===== src/hw/rtl/srlp_pkg.sv =====
// Shared types, constants and codes for the sensor reply line parser.
package srlp_pkg;

  // Reply line buffer length in bytes (at least 11).
  localparam int LINE_BYTES = 16;
  localparam int LCNT_W     = $clog2(LINE_BYTES + 1);

  // Results that may wait between the front and back parts.
  localparam int QUEUE_DEPTH = 2;
  localparam int QPTR_W      = $clog2(QUEUE_DEPTH);
  localparam int QCNT_W      = $clog2(QUEUE_DEPTH + 1);

  localparam logic [7:0] CR_BYTE = 8'h0D;

  localparam logic [23:0] TXT_OEM   = "OEM";
  localparam logic [31:0] TXT_USER  = "USER";
  localparam logic [31:0] TXT_INIT  = "INIT";
  localparam logic [39:0] TXT_ZERO2 = "ZERO2";
  localparam logic [31:0] TXT_CALB  = "CALB";
  localparam logic [39:0] TXT_AZERO = "AZERO";
  localparam logic [15:0] TXT_OK    = "OK";

  // Offsets of the OK tag for the commands that carry one.
  localparam int OK_POS_INIT  = 5;
  localparam int OK_POS_ZERO2 = 6;
  localparam int OK_POS_CALB  = 9;

  // Awaited command codes.
  localparam logic [2:0] CMD_PASSWORD = 3'd0;
  localparam logic [2:0] CMD_ID       = 3'd1;
  localparam logic [2:0] CMD_RT       = 3'd2;
  localparam logic [2:0] CMD_SERIAL   = 3'd3;
  localparam logic [2:0] CMD_OTHER    = 3'd4;

  typedef enum logic [3:0] {
    KIND_OEM     = 4'd0,
    KIND_USER    = 4'd1,
    KIND_INIT    = 4'd2,
    KIND_ZERO2   = 4'd3,
    KIND_CALB    = 4'd4,
    KIND_AZERO   = 4'd5,
    KIND_MEAS    = 4'd6,
    KIND_IDRT    = 4'd7,
    KIND_SERIAL  = 4'd8,
    KIND_UNKNOWN = 4'd9
  } kind_e;

  // One classified line: verdict plus the first eight bytes as big-endian words.
  typedef struct packed {
    kind_e            kind;
    logic             ok;
    logic [3:0][15:0] words;
  } rec_t;

  localparam int REC_W = $bits(rec_t);

endpackage


===== src/hw/rtl/sensor_reply_line_parser_core.sv =====
// Top level of the sensor reply line parser.
//
// Input stream: one received byte per transfer (s_axis_*). Bytes are collected into
// a LINE_BYTES line buffer; bytes beyond its end are dropped. A 0x0D byte ends
// the line, which is then classified against the awaited command carried
// alongside it (OEM, USER, INIT/ZERO2/CALB with OK tag, AZERO, XOR-checked
// measurement frame, ID/RT, serial query, else error).
// Output stream: one result transfer per 0x0D, none for other bytes. It carries
// the verdict, the reply kind and the current measurement and serial registers.
// Config: cfg_we_i loads the 16-bit state error mask (reset value 1).
// Throughput: one byte per cycle while the queue has room; the line is classified
// combinationally from the buffer contents in parallel.
// Result path: the result is written into the queue on the 0x0D transfer, then
// loaded into the output register once that register is free.
// Stall: a two-entry queue sits between classifier and output register, so
// bytes keep flowing while a result waits; once the queue is full s_axis_tready_o
// drops until the receiver takes a result.
// Reset: line buffer, counters, registers and queue clear; mask returns to 1.
module sensor_reply_line_parser_core (
  input  logic          clk_i,
  input  logic          rst_ni,
  input  logic          s_axis_tvalid_i,
  output logic          s_axis_tready_o,
  // [7:0] rx_byte, [10:8] pending_command, [15:11] zero
  input  logic [15:0]   s_axis_tdata_i,
  output logic          m_axis_tvalid_o,
  input  logic          m_axis_tready_i,
  // [0] status_ok, [4:1] response_kind, [20:5] gas_value, [36:21] sensor_state,
  // [37] sensor_error, [53:38] serial_word0, [69:54] serial_word1,
  // [85:70] serial_word2, [101:86] serial_word3, [103:102] zero
  output logic [103:0]  m_axis_tdata_o,
  input  logic          cfg_we_i,
  input  logic [15:0]   cfg_wdata_i
);

  logic             in_xfer;
  logic             push;
  logic             q_full;
  logic             q_valid;
  logic             pop;
  srlp_pkg::rec_t   front_rec;
  srlp_pkg::rec_t   q_rec;

  // Ready does not look at the data: any byte may be a CR needing a queue slot.
  assign s_axis_tready_o = !q_full;
  assign in_xfer         = s_axis_tvalid_i && s_axis_tready_o;

  srlp_front u_front (
    .clk_i             (clk_i),
    .rst_ni            (rst_ni),
    .accept_i          (in_xfer),
    .rx_byte_i         (s_axis_tdata_i[7:0]),
    .pending_command_i (s_axis_tdata_i[10:8]),
    .push_o            (push),
    .rec_o             (front_rec)
  );

  srlp_queue u_queue (
    .clk_i   (clk_i),
    .rst_ni  (rst_ni),
    .push_i  (push),
    .rec_i   (front_rec),
    .full_o  (q_full),
    .pop_i   (pop),
    .valid_o (q_valid),
    .rec_o   (q_rec)
  );

  srlp_back u_back (
    .clk_i       (clk_i),
    .rst_ni      (rst_ni),
    .q_valid_i   (q_valid),
    .q_rec_i     (q_rec),
    .pop_o       (pop),
    .cfg_we_i    (cfg_we_i),
    .cfg_wdata_i (cfg_wdata_i),
    .out_ready_i (m_axis_tready_i),
    .out_valid_o (m_axis_tvalid_o),
    .out_data_o  (m_axis_tdata_o)
  );

endmodule


===== src/hw/rtl/srlp_front.sv =====
// Front part: collects reply bytes into the line buffer and classifies a line at CR.
module srlp_front (
  input  logic             clk_i,
  input  logic             rst_ni,
  input  logic             accept_i,
  input  logic [7:0]       rx_byte_i,
  input  logic [2:0]       pending_command_i,
  output logic             push_o,
  output srlp_pkg::rec_t   rec_o
);

  logic [srlp_pkg::LINE_BYTES-1:0][7:0] line_q, line_d, view;
  logic [srlp_pkg::LCNT_W-1:0]          count_q, count_d;
  logic [2:0]                           cmd;
  logic                                 is_cr;

  // Line as it stands with the current byte written in.
  always_comb begin
    for (int j = 0; j < srlp_pkg::LINE_BYTES; j++) begin
      view[j] = (count_q == srlp_pkg::LCNT_W'(j)) ? rx_byte_i : line_q[j];
    end
  end

  assign is_cr = (rx_byte_i == srlp_pkg::CR_BYTE);
  assign cmd   = (pending_command_i > srlp_pkg::CMD_OTHER) ? srlp_pkg::CMD_OTHER
                                                           : pending_command_i;

  always_comb begin
    rec_o.ok    = 1'b1;
    rec_o.kind  = srlp_pkg::KIND_UNKNOWN;
    rec_o.words = {view[6], view[7], view[4], view[5], view[2], view[3], view[0], view[1]};
    if ({view[0], view[1], view[2]} == srlp_pkg::TXT_OEM) begin
      rec_o.kind = srlp_pkg::KIND_OEM;
    end else if ({view[0], view[1], view[2], view[3]} == srlp_pkg::TXT_USER) begin
      rec_o.kind = srlp_pkg::KIND_USER;
      rec_o.ok   = (cmd != srlp_pkg::CMD_PASSWORD);
    end else if ({view[0], view[1], view[2], view[3]} == srlp_pkg::TXT_INIT) begin
      rec_o.kind = srlp_pkg::KIND_INIT;
      rec_o.ok   = ({view[srlp_pkg::OK_POS_INIT], view[srlp_pkg::OK_POS_INIT+1]}
                    == srlp_pkg::TXT_OK);
    end else if ({view[0], view[1], view[2], view[3], view[4]} == srlp_pkg::TXT_ZERO2) begin
      rec_o.kind = srlp_pkg::KIND_ZERO2;
      rec_o.ok   = ({view[srlp_pkg::OK_POS_ZERO2], view[srlp_pkg::OK_POS_ZERO2+1]}
                    == srlp_pkg::TXT_OK);
    end else if ({view[0], view[1], view[2], view[3]} == srlp_pkg::TXT_CALB) begin
      rec_o.kind = srlp_pkg::KIND_CALB;
      rec_o.ok   = ({view[srlp_pkg::OK_POS_CALB], view[srlp_pkg::OK_POS_CALB+1]}
                    == srlp_pkg::TXT_OK);
    end else if ({view[0], view[1], view[2], view[3], view[4]} == srlp_pkg::TXT_AZERO) begin
      rec_o.kind = srlp_pkg::KIND_AZERO;
    end else if ((view[0] ^ view[1] ^ view[2] ^ view[3]) == view[4]) begin
      rec_o.kind = srlp_pkg::KIND_MEAS;
    end else if (cmd == srlp_pkg::CMD_ID || cmd == srlp_pkg::CMD_RT) begin
      rec_o.kind = srlp_pkg::KIND_IDRT;
    end else if (cmd == srlp_pkg::CMD_SERIAL) begin
      rec_o.kind = srlp_pkg::KIND_SERIAL;
    end else begin
      rec_o.ok   = 1'b0;
    end
  end

  assign push_o = accept_i && is_cr;

  // Bytes past the end of the buffer are dropped; CR clears the line.
  always_comb begin
    line_d  = line_q;
    count_d = count_q;
    if (accept_i) begin
      if (is_cr) begin
        line_d  = '0;
        count_d = '0;
      end else begin
        line_d = view;
        if (count_q < srlp_pkg::LCNT_W'(srlp_pkg::LINE_BYTES)) begin
          count_d = count_q + srlp_pkg::LCNT_W'(1);
        end
      end
    end
  end

  always_ff @(posedge clk_i or negedge rst_ni) begin
    if (!rst_ni) begin
      line_q  <= '0;
      count_q <= '0;
    end else begin
      line_q  <= line_d;
      count_q <= count_d;
    end
  end

`ifndef NO_ASSERTIONS
  a_count_bound: assert property (@(posedge clk_i) disable iff (!rst_ni)
    count_q <= srlp_pkg::LCNT_W'(srlp_pkg::LINE_BYTES))
    else $error("line count past buffer end");
  a_cr_clears: assert property (@(posedge clk_i) disable iff (!rst_ni)
    push_o |=> (count_q == '0) && (line_q == '0))
    else $error("line not cleared after CR");
`endif

endmodule


===== src/hw/rtl/srlp_queue.sv =====
// Short queue of classified lines between the front and back parts.
module srlp_queue (
  input  logic             clk_i,
  input  logic             rst_ni,
  input  logic             push_i,
  input  srlp_pkg::rec_t   rec_i,
  output logic             full_o,
  input  logic             pop_i,
  output logic             valid_o,
  output srlp_pkg::rec_t   rec_o
);

  srlp_pkg::rec_t                 mem_q [srlp_pkg::QUEUE_DEPTH];
  logic [srlp_pkg::QPTR_W-1:0]    wr_ptr_q, rd_ptr_q;
  logic [srlp_pkg::QCNT_W-1:0]    count_q, count_d;
  logic                           do_push, do_pop;

  assign full_o  = (count_q == srlp_pkg::QCNT_W'(srlp_pkg::QUEUE_DEPTH));
  assign valid_o = (count_q != '0);
  assign rec_o   = mem_q[rd_ptr_q];
  assign do_push = push_i && !full_o;
  assign do_pop  = pop_i && valid_o;

  always_comb begin
    count_d = count_q;
    if (do_push && !do_pop) begin
      count_d = count_q + srlp_pkg::QCNT_W'(1);
    end else if (do_pop && !do_push) begin
      count_d = count_q - srlp_pkg::QCNT_W'(1);
    end
  end

  always_ff @(posedge clk_i) begin
    if (do_push) begin
      mem_q[wr_ptr_q] <= rec_i;
    end
  end

  always_ff @(posedge clk_i or negedge rst_ni) begin
    if (!rst_ni) begin
      wr_ptr_q <= '0;
      rd_ptr_q <= '0;
      count_q  <= '0;
    end else begin
      count_q <= count_d;
      if (do_push) begin
        wr_ptr_q <= (wr_ptr_q == srlp_pkg::QPTR_W'(srlp_pkg::QUEUE_DEPTH - 1))
                    ? '0 : wr_ptr_q + srlp_pkg::QPTR_W'(1);
      end
      if (do_pop) begin
        rd_ptr_q <= (rd_ptr_q == srlp_pkg::QPTR_W'(srlp_pkg::QUEUE_DEPTH - 1))
                    ? '0 : rd_ptr_q + srlp_pkg::QPTR_W'(1);
      end
    end
  end

`ifndef NO_ASSERTIONS
  a_no_overflow: assert property (@(posedge clk_i) disable iff (!rst_ni)
    !(push_i && full_o))
    else $error("push into full queue");
  a_count_bound: assert property (@(posedge clk_i) disable iff (!rst_ni)
    count_q <= srlp_pkg::QCNT_W'(srlp_pkg::QUEUE_DEPTH))
    else $error("queue count out of range");
`endif

endmodule


===== src/hw/rtl/srlp_back.sv =====
// Back part: applies a classified line to the sensor registers and holds the result.
module srlp_back (
  input  logic             clk_i,
  input  logic             rst_ni,
  input  logic             q_valid_i,
  input  srlp_pkg::rec_t   q_rec_i,
  output logic             pop_o,
  input  logic             cfg_we_i,
  input  logic [15:0]      cfg_wdata_i,
  input  logic             out_ready_i,
  output logic             out_valid_o,
  output logic [103:0]     out_data_o
);

  logic                   out_valid_q, out_valid_d;
  logic                   ok_q;
  srlp_pkg::kind_e        kind_q;
  logic [15:0]            value_q, state_q, mask_q;
  logic                   err_q;
  logic [3:0][15:0]       serial_q;

  assign pop_o       = q_valid_i && (!out_valid_q || out_ready_i);
  assign out_valid_d = pop_o || (out_valid_q && !out_ready_i);

  always_ff @(posedge clk_i or negedge rst_ni) begin
    if (!rst_ni) begin
      out_valid_q <= 1'b0;
      ok_q        <= 1'b0;
      kind_q      <= srlp_pkg::KIND_OEM;
      value_q     <= '0;
      state_q     <= '0;
      err_q       <= 1'b0;
      serial_q    <= '0;
      mask_q      <= 16'd1;
    end else begin
      out_valid_q <= out_valid_d;
      if (cfg_we_i) begin
        mask_q <= cfg_wdata_i;
      end
      if (pop_o) begin
        ok_q   <= q_rec_i.ok;
        kind_q <= q_rec_i.kind;
        if (q_rec_i.kind == srlp_pkg::KIND_MEAS) begin
          value_q <= q_rec_i.words[0];
          state_q <= q_rec_i.words[1];
          err_q   <= |(q_rec_i.words[1] & mask_q);
        end
        if (q_rec_i.kind == srlp_pkg::KIND_SERIAL) begin
          serial_q <= q_rec_i.words;
        end
      end
    end
  end

  assign out_valid_o = out_valid_q;
  assign out_data_o  = {2'b00, serial_q[3], serial_q[2], serial_q[1], serial_q[0],
                        err_q, state_q, value_q, kind_q, ok_q};

`ifndef NO_ASSERTIONS
  a_unknown_fails: assert property (@(posedge clk_i) disable iff (!rst_ni)
    (out_valid_q && kind_q == srlp_pkg::KIND_UNKNOWN) |-> !ok_q)
    else $error("unknown reply marked ok");
`endif

endmodule

===== config.mk =====
export PLATFORM = sky130hd
export DESIGN_NAME = sensor_reply_line_parser_core
export DESIGN_NICKNAME = d
export VERILOG_FILES = /design/src/hw/rtl/srlp_pkg.sv /design/src/hw/rtl/sensor_reply_line_parser_core.sv /design/src/hw/rtl/srlp_front.sv /design/src/hw/rtl/srlp_queue.sv /design/src/hw/rtl/srlp_back.sv
export SDC_FILE = /design/constraint.sdc
export NUM_CORES = 1
export LEC_CHECK = 0
export BUFFER_PORTS_ARGS = -buffer_cell sky130_fd_sc_hd__buf_4
export CORE_ASPECT_RATIO = 0.6
export CORE_MARGIN = 4
export CORE_UTILIZATION = 55
export CTS_CLUSTER_DIAMETER = 40
export DETAILED_ROUTE_END_ITERATION = 6
export PLACE_DENSITY_LB_ADDON = 0.2
export SLEW_MARGIN = 5
export SYNTH_ARGS = -nofsm -noshare
export SYNTH_HDL_FRONTEND = slang
export SYNTH_SLANG_ARGS = --single-unit

===== constraint.sdc =====
create_clock -name clk_i -period 11.65 [get_ports clk_i]
set_clock_uncertainty 0.15 [all_clocks]
set_input_delay 0.5825 -clock clk_i [delete_from_list [all_inputs] [get_ports clk_i]]
set_output_delay 0.5825 -clock clk_i [all_outputs]
set_load 0.1 [all_outputs]

## After elaboration in Yosys (flattened, before gate mapping)

Memories as Yosys holds them, arrays and structs flattened.
Index checks and enable logic that the tools add are counted.

| word-level totals | value |
|---|---|
| latch bits | 0 |
| flip-flop bits (word level) | 208 |
| output and inout bits | 106 |
| bits in writable memories | 138 |
| word-level logic and storage cells | 124 |
| memories kept | 1 |
| bits in read-only memories | 0 |
| bits of input ports | 37 |

| cells by class | value |
|---|---|
| div/mod/pow operators | 0 |
| reduce and logical (&&, ||, !) cells | 25 |
| shift-type cells | 0 |
| $add $sub $neg | 5 |
| multiplexer cells | 35 |
| bitwise gates (word level) | 4 |
| order comparisons | 2 |
| multiply operators | 0 |
| eq/ne operators | 27 |

Memory list:

| name | depth | width | rd ports | clocked after Yosys merged registers in | wr ports | RTL line | RTL |
|---|---|---|---|---|---|---|---|
| u_queue.mem_q | 2 | 69 | 1 | 0 | 1 | srlp_queue.sv:13 | `srlp_pkg::rec_t mem_q [srlp_pkg::QUEUE_DEPTH];` |

Operators by type and width:

| operator | count |
|---|---|
| 32-bit by 31-bit == test with 1-bit output, second input constant | 3 |
| 8-bit 2-to-1 mux | 11 |
| 88-bit 2-to-1 mux | 1 |
| 40-bit by 39-bit == test with 1-bit output, second input constant | 2 |
| 16-bit by 15-bit == test with 1-bit output, second input constant | 3 |
| 5-bit 2-to-1 mux | 6 |
| 24-bit by 23-bit == test with 1-bit output, second input constant | 1 |
| 8-bit XOR | 3 |
| 5-bit by 3-bit == test with 1-bit output, second input constant | 4 |
| 16-bit AND | 1 |
| 4-bit 2-to-1 mux | 4 |
| 16-bit OR reduction | 1 |
| 5-bit by 4-bit == test with 1-bit output, second input constant | 3 |
| 5-bit by 2-bit == test with 1-bit output, second input constant | 2 |
| 1-bit 2-to-1 mux | 10 |
| 8-bit by 4-bit == test with 1-bit output, second input constant | 1 |
| 8-bit == test | 1 |
| 1-bit logical AND | 8 |
| 3-bit by 2-bit == test with 1-bit output, second input constant | 2 |
| 2-bit AND reduction | 3 |
| 2-bit nonzero test | 3 |
| 5-bit by 1-bit adder with 5-bit output, second input constant | 1 |
| 5-bit by 1-bit == test with 1-bit output, second input constant | 1 |
| 1-bit zero test | 5 |
| other kinds (14) | 18 |

## Longest topological paths before layout

Gate-level depths: netlist of the first run.

| logic depth | value |
|---|---|
| depth in word-level cells | 13 |
| mapped depth | 13 |

## Hierarchy

Synthesis of the first run repeated with hierarchy kept, for this count alone.

| unflattened totals | value |
|---|---|
| cells, all modules | 1122 |
| area total of the unflattened synthesis | 16062.9 um^2 |

Modules (own cells, without submodules):

| module | cells each | instances | area an instance (um^2) | seq. area each (um^2) |
|---|---|---|---|---|
| srlp_front | 614 | 1 | 5637.9 | 2127.0 |
| srlp_queue | 234 | 1 | 5529.1 | 4244.1 |
| srlp_back | 272 | 1 | 4885.9 | 2979.1 |
| sensor_reply_line_parser_core | 2 | 1 | 10.0 | 0.0 |

## Worst setup path before layout of the first run

No wires, ideal clock.

| timing | value |
|---|---|
| kind | register to register |
| start point | reg u_queue.count_q[0] (netlist bit) |
| end point | mem u_queue.mem_q[0][0] (netlist bit) (enable) |
| data required time | 10919 ps |
| arrival time | 6713 ps |
| buffers on the path | 2 |
| cell stages (with the launch flop) | 6 |
| path slack | 4206 ps |
| library setup time | 581 ps |
| cell sequence | dfrtp_1 nand2b_1 nand2_1 clkbuf_1 clkbuf_1 nor3_1 |

| on the way | value |
|---|---|
| longest elaborated chain between the ends | 7 |

RTL lines:

| item | RTL line | RTL |
|---|---|---|
| from (decl) | srlp_queue.sv:15 | `logic [srlp_pkg::QCNT_W-1:0] count_q, count_d;` |
| from (signal assigned) | srlp_queue.sv:45 | `count_q <= count_d;` |
| 2-bit == test * | srlp_queue.sv:18 | `assign full_o = (count_q == srlp_pkg::QCNT_W'(srlp_pkg::QUEUE_DEPTH));` |
| 1-bit zero test * | sensor_reply_line_parser_core.sv:45 | `assign s_axis_tready_o = !q_full;` |
| via s_axis_tready_o | sensor_reply_line_parser_core.sv:23 | `output logic s_axis_tready_o,` |
| 1-bit logical AND | sensor_reply_line_parser_core.sv:46 | `assign in_xfer = s_axis_tvalid_i && s_axis_tready_o;` |
| 1-bit logical AND | srlp_front.sv:62 | `assign push_o = accept_i && is_cr;` |
| 1-bit logical AND * | srlp_queue.sv:21 | `assign do_push = push_i && !full_o;` |
| 1-bit 2-to-1 mux * | srlp_queue.sv:34 | `if (do_push) begin` |
| 1-bit 2-to-1 mux (implied by the code) * | srlp_queue.sv:35 | `mem_q[wr_ptr_q] <= rec_i;` |
| to (decl) | srlp_queue.sv:13 |  |

The timed path passes the listed nets; every way through them passes the cells marked *.

==> flow_results.xml, run 1 <==
<?xml version="1.0" encoding="UTF-8"?>
<metrics>
  <group name="pwr">
    <metric name="leakagePower" unit="uW">0.00760</metric>
    <metric name="pwr_density_cell" unit="nW/um^2">307</metric>
    <metric name="peakVddDrop" unit="mV">0.325</metric>
  </group>
  <group name="finish">
    <metric name="drive_above_1_share" unit="%">17.8</metric>
    <metric name="fin_nets" unit="">1387</metric>
    <metric name="n_antenna_cell" unit="">0</metric>
    <metric name="nFillCells" unit="">2002</metric>
    <metric name="stdcell_area" unit="um^2">17300</metric>
    <metric name="syn_to_final_growth" unit="%">17.0</metric>
  </group>
  <group name="cts">
    <metric name="clock_tree.root_cell" unit="">sky130_fd_sc_hd__clkbuf_16</metric>
    <metric name="number_of_instances_resized_during_post_cts_repair" unit="">0</metric>
    <metric name="ctsLongestPathBuffers" unit="">3</metric>
    <metric name="clk_transition_reported_paths" unit="ns">0.06</metric>
    <metric name="cts-hold-fix-buffers" unit="">1</metric>
    <metric name="htreeDepth" unit="">2</metric>
    <metric name="tritoncts" unit="">yes</metric>
    <metric name="cts_inserted_buffers" unit="">36</metric>
    <metric name="insertion_delay" unit="ns">0.53</metric>
    <metric name="setup_repair_bufs_after_cts" unit="">0</metric>
    <metric name="cts_num_sinks" unit="">346</metric>
  </group>
  <group name="floorplanning">
    <metric name="core" unit="um^2">26400</metric>
    <metric name="placementRows" unit="">46</metric>
    <metric name="floorplan.initialDensity" unit="%">55.9</metric>
    <metric name="die-area" unit="um^2">29600</metric>
    <metric name="die_w" unit="um">220</metric>
    <metric name="die_h" unit="um">135</metric>
    <metric name="num_ports" unit="">143</metric>
  </group>
  <group name="setup_path">
    <metric name="cp_common_cell" unit="">sky130_fd_sc_hd__nand2_1</metric>
    <metric name="timing.rr.end" unit="">u_queue.mem_q[1][67]</metric>
    <metric name="worstSetupPathDepth" unit="">10</metric>
    <metric name="critical_path_buf_inv_count" unit="">1</metric>
    <metric name="timing_worst_setup_path_type" unit="">reg -&gt; reg</metric>
    <metric name="worstSetupEndpoint" unit="">u_queue.mem_q[1][67]</metric>
    <metric name="crit-reg2reg-launch" unit="">u_front.count_q[1]</metric>
    <metric name="crit_path_max_fanout" unit="">16</metric>
    <metric name="worst-r2r-setup-slack" unit="ns">7.22</metric>
    <metric name="number_of_cells_on_the_worst_reg_to_reg_path" unit="">10</metric>
    <metric name="critPathArrivalTime" unit="ns">4.59</metric>
    <metric name="worst_ep_required_time" unit="ns">11.81</metric>
    <metric name="critical-path-max-stage-delay" unit="ns">0.84</metric>
    <metric name="worstSetupStartpoint" unit="">u_front.count_q[1]</metric>
    <metric name="critical_path.cell_chain" unit="">inv_1, ha_1, nor4b_4, mux2i_1, nand2_1, nor4_1, nand4_1, and2_1, nand2_1, nor3b_1</metric>
    <metric name="critPathLaunchType" unit="">flop</metric>
    <metric name="cp-end-kind" unit="">flop</metric>
    <metric name="cp_top_family" unit="">simple AND/OR/NAND/NOR gates</metric>
    <metric name="crit_slowest_cell" unit="">sky130_fd_sc_hd__nor4b_4</metric>
  </group>
  <group name="detailed_routing">
    <metric name="routed_via_density" unit="">5.71</metric>
    <metric name="detail_route.wl_per_cell" unit="um">20.4</metric>
    <metric name="drt-initial-drc-count" unit="">960</metric>
    <metric name="wirelength" unit="um">35300</metric>
    <metric name="drtAntennaViolNets" unit="">0</metric>
    <metric name="num_vias" unit="">9895</metric>
    <metric name="pre_antenna_drt_iters" unit="">5</metric>
    <metric name="drc_errors" unit="">0</metric>
  </group>
  <group name="global_route">
    <metric name="met3_resource_use_gr" unit="%">4.56</metric>
    <metric name="grt_pass1_wl" unit="um">55000</metric>
    <metric name="grt.met1_usage" unit="%">40.0</metric>
    <metric name="grt_start_max_net_pins" unit="">91</metric>
    <metric name="grt-ovfl-total" unit="">0</metric>
    <metric name="grt_antenna_before_repair" unit="">0</metric>
    <metric name="globalRouteTotalUtil" unit="%">24.0</metric>
    <metric name="via_count_of_the_first_global_routing_pass" unit="">9287</metric>
    <metric name="grt.busiest_layer" unit="">met1</metric>
    <metric name="gr-usage-met2" unit="%">32.0</metric>
  </group>
  <group name="placed_design">
    <metric name="finalWeightedCongestion" unit="">0.963</metric>
    <metric name="dpl.hpwl" unit="um">23600</metric>
    <metric name="placed_cell_area" unit="um^2">16000</metric>
    <metric name="io_buffer_count" unit="">135</metric>
  </group>
  <group name="timing">
    <metric name="hold_vio_cnt_final" unit="">0</metric>
    <metric name="fmax" unit="MHz">226</metric>
    <metric name="timing.setup.tns" unit="ns">0</metric>
    <metric name="worst_pin_slew" unit="ns">1.29</metric>
    <metric name="report.final.slew_viol_count" unit="">0</metric>
    <metric name="report.final.setup_viol" unit="">0</metric>
    <metric name="unrepaired_setup_endpoints_after_global_routing" unit="">false</metric>
    <metric name="final.min_clock_period" unit="ns">4.43</metric>
    <metric name="period_share" unit="%">38.0</metric>
    <metric name="worst_slew_margin_rel" unit="%">14.0</metric>
  </group>
  <group name="yosys">
    <metric name="netlist.top_cell.by_area" unit="">sky130_fd_sc_hd__dfrtp_1</metric>
    <metric name="syn-mean-instance-area" unit="um^2">12.0</metric>
    <metric name="synth_enable_flop_cells" unit="">138</metric>
    <metric name="synth-seq-area-share" unit="%">63.3</metric>
    <metric name="ys_top_cells_by_area" unit="">sky130_fd_sc_hd__dfrtp_1 (35%), sky130_fd_sc_hd__edfxtp_1 (28%), sky130_fd_sc_hd__mux2i_1 (8.1%)</metric>
    <metric name="yosysWarningCount" unit="">0</metric>
    <metric name="post_synth_arst_share" unit="%">60.1</metric>
    <metric name="synth_top_cell_area_share" unit="%">35.1</metric>
    <metric name="post_synth_num_cell_types" unit="">56</metric>
    <metric name="synth_seq_cells" unit="">346</metric>
    <metric name="ys_dominant_reg_cell" unit="">sky130_fd_sc_hd__dfrtp_1</metric>
    <metric name="netlist_area" unit="um^2">14800</metric>
    <metric name="synthCells" unit="">1231</metric>
  </group>
  <group name="job">
    <metric name="timing.max_cap.violations" unit="">0</metric>
  </group>
  <group name="min_path">
    <metric name="worst_hold_path_type" unit="">in -&gt; reg</metric>
  </group>
  <group name="run_status">
    <metric name="run_status" unit="">finished, final reports clean</metric>
  </group>
</metrics>
-- tightest hold or removal path, stage by stage --
cell                      delay (ns)
sky130_fd_sc_hd__buf_4          0.07
sky130_fd_sc_hd__nand2_1        0.04
sky130_fd_sc_hd__o21ai_0        0.06
-- where the power goes --
group          internal (uW)  switching [uW]  leakage, uW
Clock                    693             485     0.000604
Combinational            541            1910      0.00315
Sequential              1520             161      0.00384
Total                   2750            2560      0.00760
-- area by class of cell --
class / instances / area (um^2) / area share [%]
sequential: 346 / 9350 / 54.1
multi-input combinational: 731 / 4820 / 27.9
timing repair buffer: 149 / 1130 / 6.53
clock buffer: 42 / 965 / 5.58
tap: 360 / 450 / 2.61
inverter: 81 / 304 / 1.76
clock inverter: 24 / 255 / 1.48
-- worst min-delay path by stage --
stage,slack [ns],to,cells after the start,start
floorplan,0.14,u_back.err_q,0,rst_ni
global placement,0.31,u_front.line_q[58],2,u_front.line_q[58]
finish,0.11,u_back.mask_q[5],3,cfg_wdata_i[5]
CTS,0.09,u_back.mask_q[5],3,cfg_wdata_i[5]
global route,0.10,u_back.mask_q[5],3,cfg_wdata_i[5]
detailed placement,0.32,u_front.line_q[19],2,u_front.line_q[19]
-- synthesized netlist by cell type (all sizes together), types with 3 or more instances --
cell and instances:
nor4b 5, nor2b 3, nor4bb 8, xnor3 8, a22o 30, mux2 15, clkbuf 52, o22ai 6
inv 81, a221oi 8, nor3b 6, buf 22, and2 3, mux2i 119, nand2b 6, and4bb 3
a31oi 3, ha 5, edfxtp 138, nor2 87, and4 3, a2bb2oi 3, o21ai 112, or4 5
and3 6, a21oi 73, nand4b 3, nand2 129, xor2 7, nor3 10, nand4 12, nor4 13
nand3 8, dfrtp 207, xnor2 15
-- metrics by stage --
step | cells | hold slack [ns] | util, % | total power (uW) | worst slack [ns]
after floorplan | 1232 | 0.137 | - | 3570 | 4.21
after global placement | 1666 | 0.311 | 60.7 | 4110 | 7.49
after detailed placement | 1666 | 0.320 | 60.7 | 4140 | 7.47
after CTS | 1733 | 0.0909 | 65.4 | 5330 | 7.44
after global routing | 1733 | 0.103 | 65.4 | 5510 | 6.97
final | 1733 | 0.112 | 65.4 | 5310 | 7.22
-- per-layer routing --
metal	wire (um)	up-vias
met4	624	0
met3	2500	53
met2	14500	335
met5	0	-
met1	17700	4919
li1	-	4588
-- logic make-up after synthesis --
family | Yosys count | share of synthesized area [%]
AO/OA/AOI/OAI | 246 | 9.78
AND/OR/NAND/NOR | 314 | 10.4
buffers and inverters | 155 | 4.34
multiplexers | 134 | 9.21
adder cells (fa/ha/maj) | 5 | 0.424
XOR/XNOR | 30 | 2.52
other | 1 | 0.0254
flip-flops | 346 | 63.3
-- placed cells by master, fill, tap and decap left out, types with 6 or more instances in the layout --
cell / n
sky130_fd_sc_hd__a21oi_1: 73
sky130_fd_sc_hd__a221oi_1: 8
sky130_fd_sc_hd__a22o_1: 30
sky130_fd_sc_hd__buf_4: 147
sky130_fd_sc_hd__clkbuf_16: 37
sky130_fd_sc_hd__clkinv_2: 7
sky130_fd_sc_hd__dfrtp_1: 206
sky130_fd_sc_hd__edfxtp_1: 138
sky130_fd_sc_hd__inv_1: 81
sky130_fd_sc_hd__inv_6: 6
sky130_fd_sc_hd__mux2_2: 15
sky130_fd_sc_hd__mux2i_1: 119
sky130_fd_sc_hd__nand2_1: 126
sky130_fd_sc_hd__nand2b_1: 6
sky130_fd_sc_hd__nand3_1: 8
sky130_fd_sc_hd__nand4_1: 12
sky130_fd_sc_hd__nor2_1: 87
sky130_fd_sc_hd__nor3_1: 8
sky130_fd_sc_hd__nor3b_1: 6
sky130_fd_sc_hd__nor4_1: 12
sky130_fd_sc_hd__nor4bb_1: 6
sky130_fd_sc_hd__o21ai_0: 109
sky130_fd_sc_hd__o22ai_1: 6
sky130_fd_sc_hd__xnor2_1: 15
sky130_fd_sc_hd__xnor3_1: 8
sky130_fd_sc_hd__xor2_1: 7
-- flip-flops by register name (all words and copies together) (netlist names) --
signal and count:
u_queue.count_q 2, u_back.err_q 1, u_queue.mem_q 138, u_back.kind_q 4, u_queue.rd_ptr_q 1, u_back.out_valid_o 1, u_back.value_q 16, u_queue.wr_ptr_q 1
u_back.mask_q 16, u_front.count_q 5, u_front.line_q 80, u_back.state_q 16, u_back.ok_q 1, u_back.out_data_o 64
Power figures use the tool's default switching activity.
==> run 2, diff against run 1 <==
- CORE_UTILIZATION: 55 -> 53
- clock period: 11.65 -> 3.9 ns (I/O delays scaled with it)
==> run 2 against run 1 <==
Compared with the run above:
- clock-buffer cell count increased by 11
- via count increased by 4.3%
- worst hold slack got worse by 0.061 ns
- clock power increased to 3.1 times the previous value
- power increased to 3.0 times the previous value
- sequential power increased to 3.0 times the previous value
- die area increased by 3.6%
- maximum frequency increased by 18%
- sequential cell count unchanged
- sequential share of layout area decreased by 2.5 points
- cell count increased by 5.3%
- wire length increased by 4.8%
- largest cell class unchanged
- largest power group unchanged
- highest routed layer unchanged
==> flow_results.xml, run 2 (synthesis results as in run 1) <==
<?xml version="1.0" encoding="UTF-8"?>
<metrics>
  <group name="job">
    <metric name="timing.max_cap.violations" unit="">0</metric>
  </group>
  <group name="finish">
    <metric name="multi_input_combinational_cell_area" unit="um^2">4840</metric>
    <metric name="layout.area.seq" unit="um^2">9350</metric>
    <metric name="layout.cells.most_common" unit="">sky130_fd_sc_hd__dfrtp_1</metric>
    <metric name="drive_above_1_share" unit="%">18.8</metric>
    <metric name="largest_register_ffs" unit="">138</metric>
    <metric name="fin_nets" unit="">1469</metric>
    <metric name="nFillCells" unit="">2074</metric>
    <metric name="syn_to_final_growth" unit="%">22.7</metric>
    <metric name="n_antenna_cell" unit="">0</metric>
    <metric name="most-common-layout-cells" unit="">sky130_fd_sc_hd__dfrtp_1 (206), sky130_fd_sc_hd__buf_4 (169), sky130_fd_sc_hd__edfxtp_1 (138)</metric>
    <metric name="most_flops_register" unit="">u_queue.mem_q</metric>
  </group>
  <group name="timing">
    <metric name="worst_pin_slew" unit="ns">0.912</metric>
    <metric name="worst_slew_margin_rel" unit="%">38.7</metric>
    <metric name="timing.setup.tns" unit="ns">0</metric>
    <metric name="finalHoldWorstSlack" unit="ns">0.0516</metric>
    <metric name="unrepaired_setup_endpoints_after_global_routing" unit="">false</metric>
    <metric name="period_share" unit="%">96.3</metric>
    <metric name="fin_ws" unit="ns">0.146</metric>
    <metric name="final.min_clock_period" unit="ns">3.75</metric>
    <metric name="hold_vio_cnt_final" unit="">0</metric>
    <metric name="report.final.slew_viol_count" unit="">0</metric>
    <metric name="report.final.setup_viol" unit="">0</metric>
    <metric name="fmax" unit="MHz">266</metric>
  </group>
  <group name="setup_path">
    <metric name="cp-end-kind" unit="">flop</metric>
    <metric name="worst_ep_required_time" unit="ns">4.08</metric>
    <metric name="critPathArrivalTime" unit="ns">3.93</metric>
    <metric name="critPathLaunchType" unit="">flop</metric>
    <metric name="crit_slowest_cell" unit="">sky130_fd_sc_hd__and4bb_2</metric>
    <metric name="timing_worst_setup_path_type" unit="">reg -&gt; reg</metric>
    <metric name="critical_path.cell_chain" unit="">inv_1, ha_1, and4bb_2, mux2i_1, or4_1, nor4_1, nand4_1, and2_1, nand2_1, nor3b_1</metric>
    <metric name="crit_path_max_fanout" unit="">17</metric>
    <metric name="critical-path-max-stage-delay" unit="ns">0.56</metric>
  </group>
  <group name="pwr">
    <metric name="peakVddDrop" unit="mV">1.54</metric>
    <metric name="pwr_density_cell" unit="nW/um^2">892</metric>
    <metric name="leakagePower" unit="uW">0.00796</metric>
  </group>
  <group name="global_route">
    <metric name="grt_start_max_net_pins" unit="">129</metric>
    <metric name="grt_antenna_before_repair" unit="">0</metric>
    <metric name="via_count_of_the_first_global_routing_pass" unit="">9969</metric>
    <metric name="grt-ovfl-total" unit="">0</metric>
    <metric name="globalRouteTotalUtil" unit="%">24.1</metric>
    <metric name="grt_pass1_wl" unit="um">57800</metric>
  </group>
  <group name="cts">
    <metric name="cts_inserted_buffers" unit="">39</metric>
    <metric name="ctsLongestPathBuffers" unit="">3</metric>
    <metric name="clock_tree.root_cell" unit="">sky130_fd_sc_hd__clkbuf_16</metric>
    <metric name="tritoncts" unit="">yes</metric>
    <metric name="clk_transition_reported_paths" unit="ns">0.06</metric>
    <metric name="htreeDepth" unit="">2</metric>
    <metric name="cts_num_sinks" unit="">346</metric>
    <metric name="insertion_delay" unit="ns">0.53</metric>
  </group>
  <group name="floorplanning">
    <metric name="die-area" unit="um^2">30700</metric>
    <metric name="die_w" unit="um">224</metric>
    <metric name="num_ports" unit="">143</metric>
    <metric name="placementRows" unit="">47</metric>
    <metric name="core" unit="um^2">27500</metric>
    <metric name="die_h" unit="um">137</metric>
    <metric name="floorplan.initialDensity" unit="%">53.7</metric>
  </group>
  <group name="detailed_routing">
    <metric name="routed_via_density" unit="">5.66</metric>
    <metric name="drc_errors" unit="">0</metric>
    <metric name="num_vias" unit="">10317</metric>
    <metric name="wirelength" unit="um">37000</metric>
    <metric name="pre_antenna_drt_iters" unit="">6</metric>
    <metric name="drt-initial-drc-count" unit="">965</metric>
    <metric name="drtAntennaViolNets" unit="">0</metric>
    <metric name="detail_route.wl_per_cell" unit="um">20.3</metric>
  </group>
  <group name="placed_design">
    <metric name="finalWeightedCongestion" unit="">0.978</metric>
    <metric name="io_buffer_count" unit="">135</metric>
    <metric name="dp_slack" unit="ns">0.133</metric>
    <metric name="dpl.hpwl" unit="um">24400</metric>
  </group>
  <group name="run_status">
    <metric name="run_status" unit="">finished, final reports clean</metric>
  </group>
  <group name="min_path">
    <metric name="worst_hold_path_type" unit="">in -&gt; reg</metric>
  </group>
</metrics>
run 2: cell count changes in the layout (fill, tap and decap cells not counted), sizes merged:
cell / before / now
clkinvlp: 1 / 2
buf: 147 / 172
bufinv: 4 / 2
clkinv: 12 / 8
inv: 88 / 87
clkbuf: 43 / 54
dlygate4sd3: 1 / 55
run 2: routing by layer:
metal,track usage [%],share of wire (%),vias up
met5,0,0,-
met4,5.34,1.8,0
met3,6.35,8.8,57
met2,34.0,42,389
met1,37.7,47,5116
li1,-,-,4755
run 2: path summary, 6_finish.rpt:
check	start	end	slack, ns	depth (start not counted)
setup / recovery	u_front.count_q[1]	u_queue.mem_q[0][67]	0.15	10
hold / removal	s_axis_tdata_i[10]	u_queue.mem_q[1][64]	0.05	5
setup reg to reg	u_front.count_q[1]	u_queue.mem_q[0][67]	0.15	10
hold reg to reg	u_front.line_q[61]	u_front.line_q[61]	0.33	2
max in group asynchronous	rst_ni	u_back.mask_q[0]	2.44	3
min in group asynchronous	rst_ni	u_back.out_data_o[53]	0.16	2
run 2: repair_timing:
item	in CTS	in global routing
resized for setup	0	3
buffers inserted	0	0
setup endpoints to repair	0	10
hold buffers	55	0
hold endpoints to repair	126	0
run 2: metrics by stage:
step / cells / total power (uW) / util [%] / cell area, um^2
after global routing: 1824 / 16800 / 65.9 / 18100
final: 1824 / 16200 / 65.9 / 18100
after CTS: 1824 / 16200 / 65.8 / 18100
after floorplan: 1232 / 10700 / - / 14800
after global placement: 1698 / 12400 / 59.2 / 16300
after detailed placement: 1698 / 12500 / 59.2 / 16300
run 2: report_power, final:
part	switching, uW	total [uW]	internal (uW)
clock	1490	3630	2140
combinational	5800	7560	1760
sequential	451	4980	4530
run 2: area by class of cell:
| type | count | area share (%) |
|---|---|---|
| clock buffers | 53 | 6.07 |
| clock inverters | 18 | 0.987 |
| inverters | 81 | 1.68 |
| multi-input cells | 731 | 26.7 |
| flip-flops and latches | 346 | 51.6 |
| well taps | 367 | 2.53 |
| repair buffers | 228 | 10.4 |
run 2: worst max-delay path, delay by kind of cell, from the launching register on:
family        cells  cell delay, ns
fa+ha+maj         1            0.19
buf+inv           1            0.11
flops             1            0.43
mux               1            0.24
simple gates      7            2.43
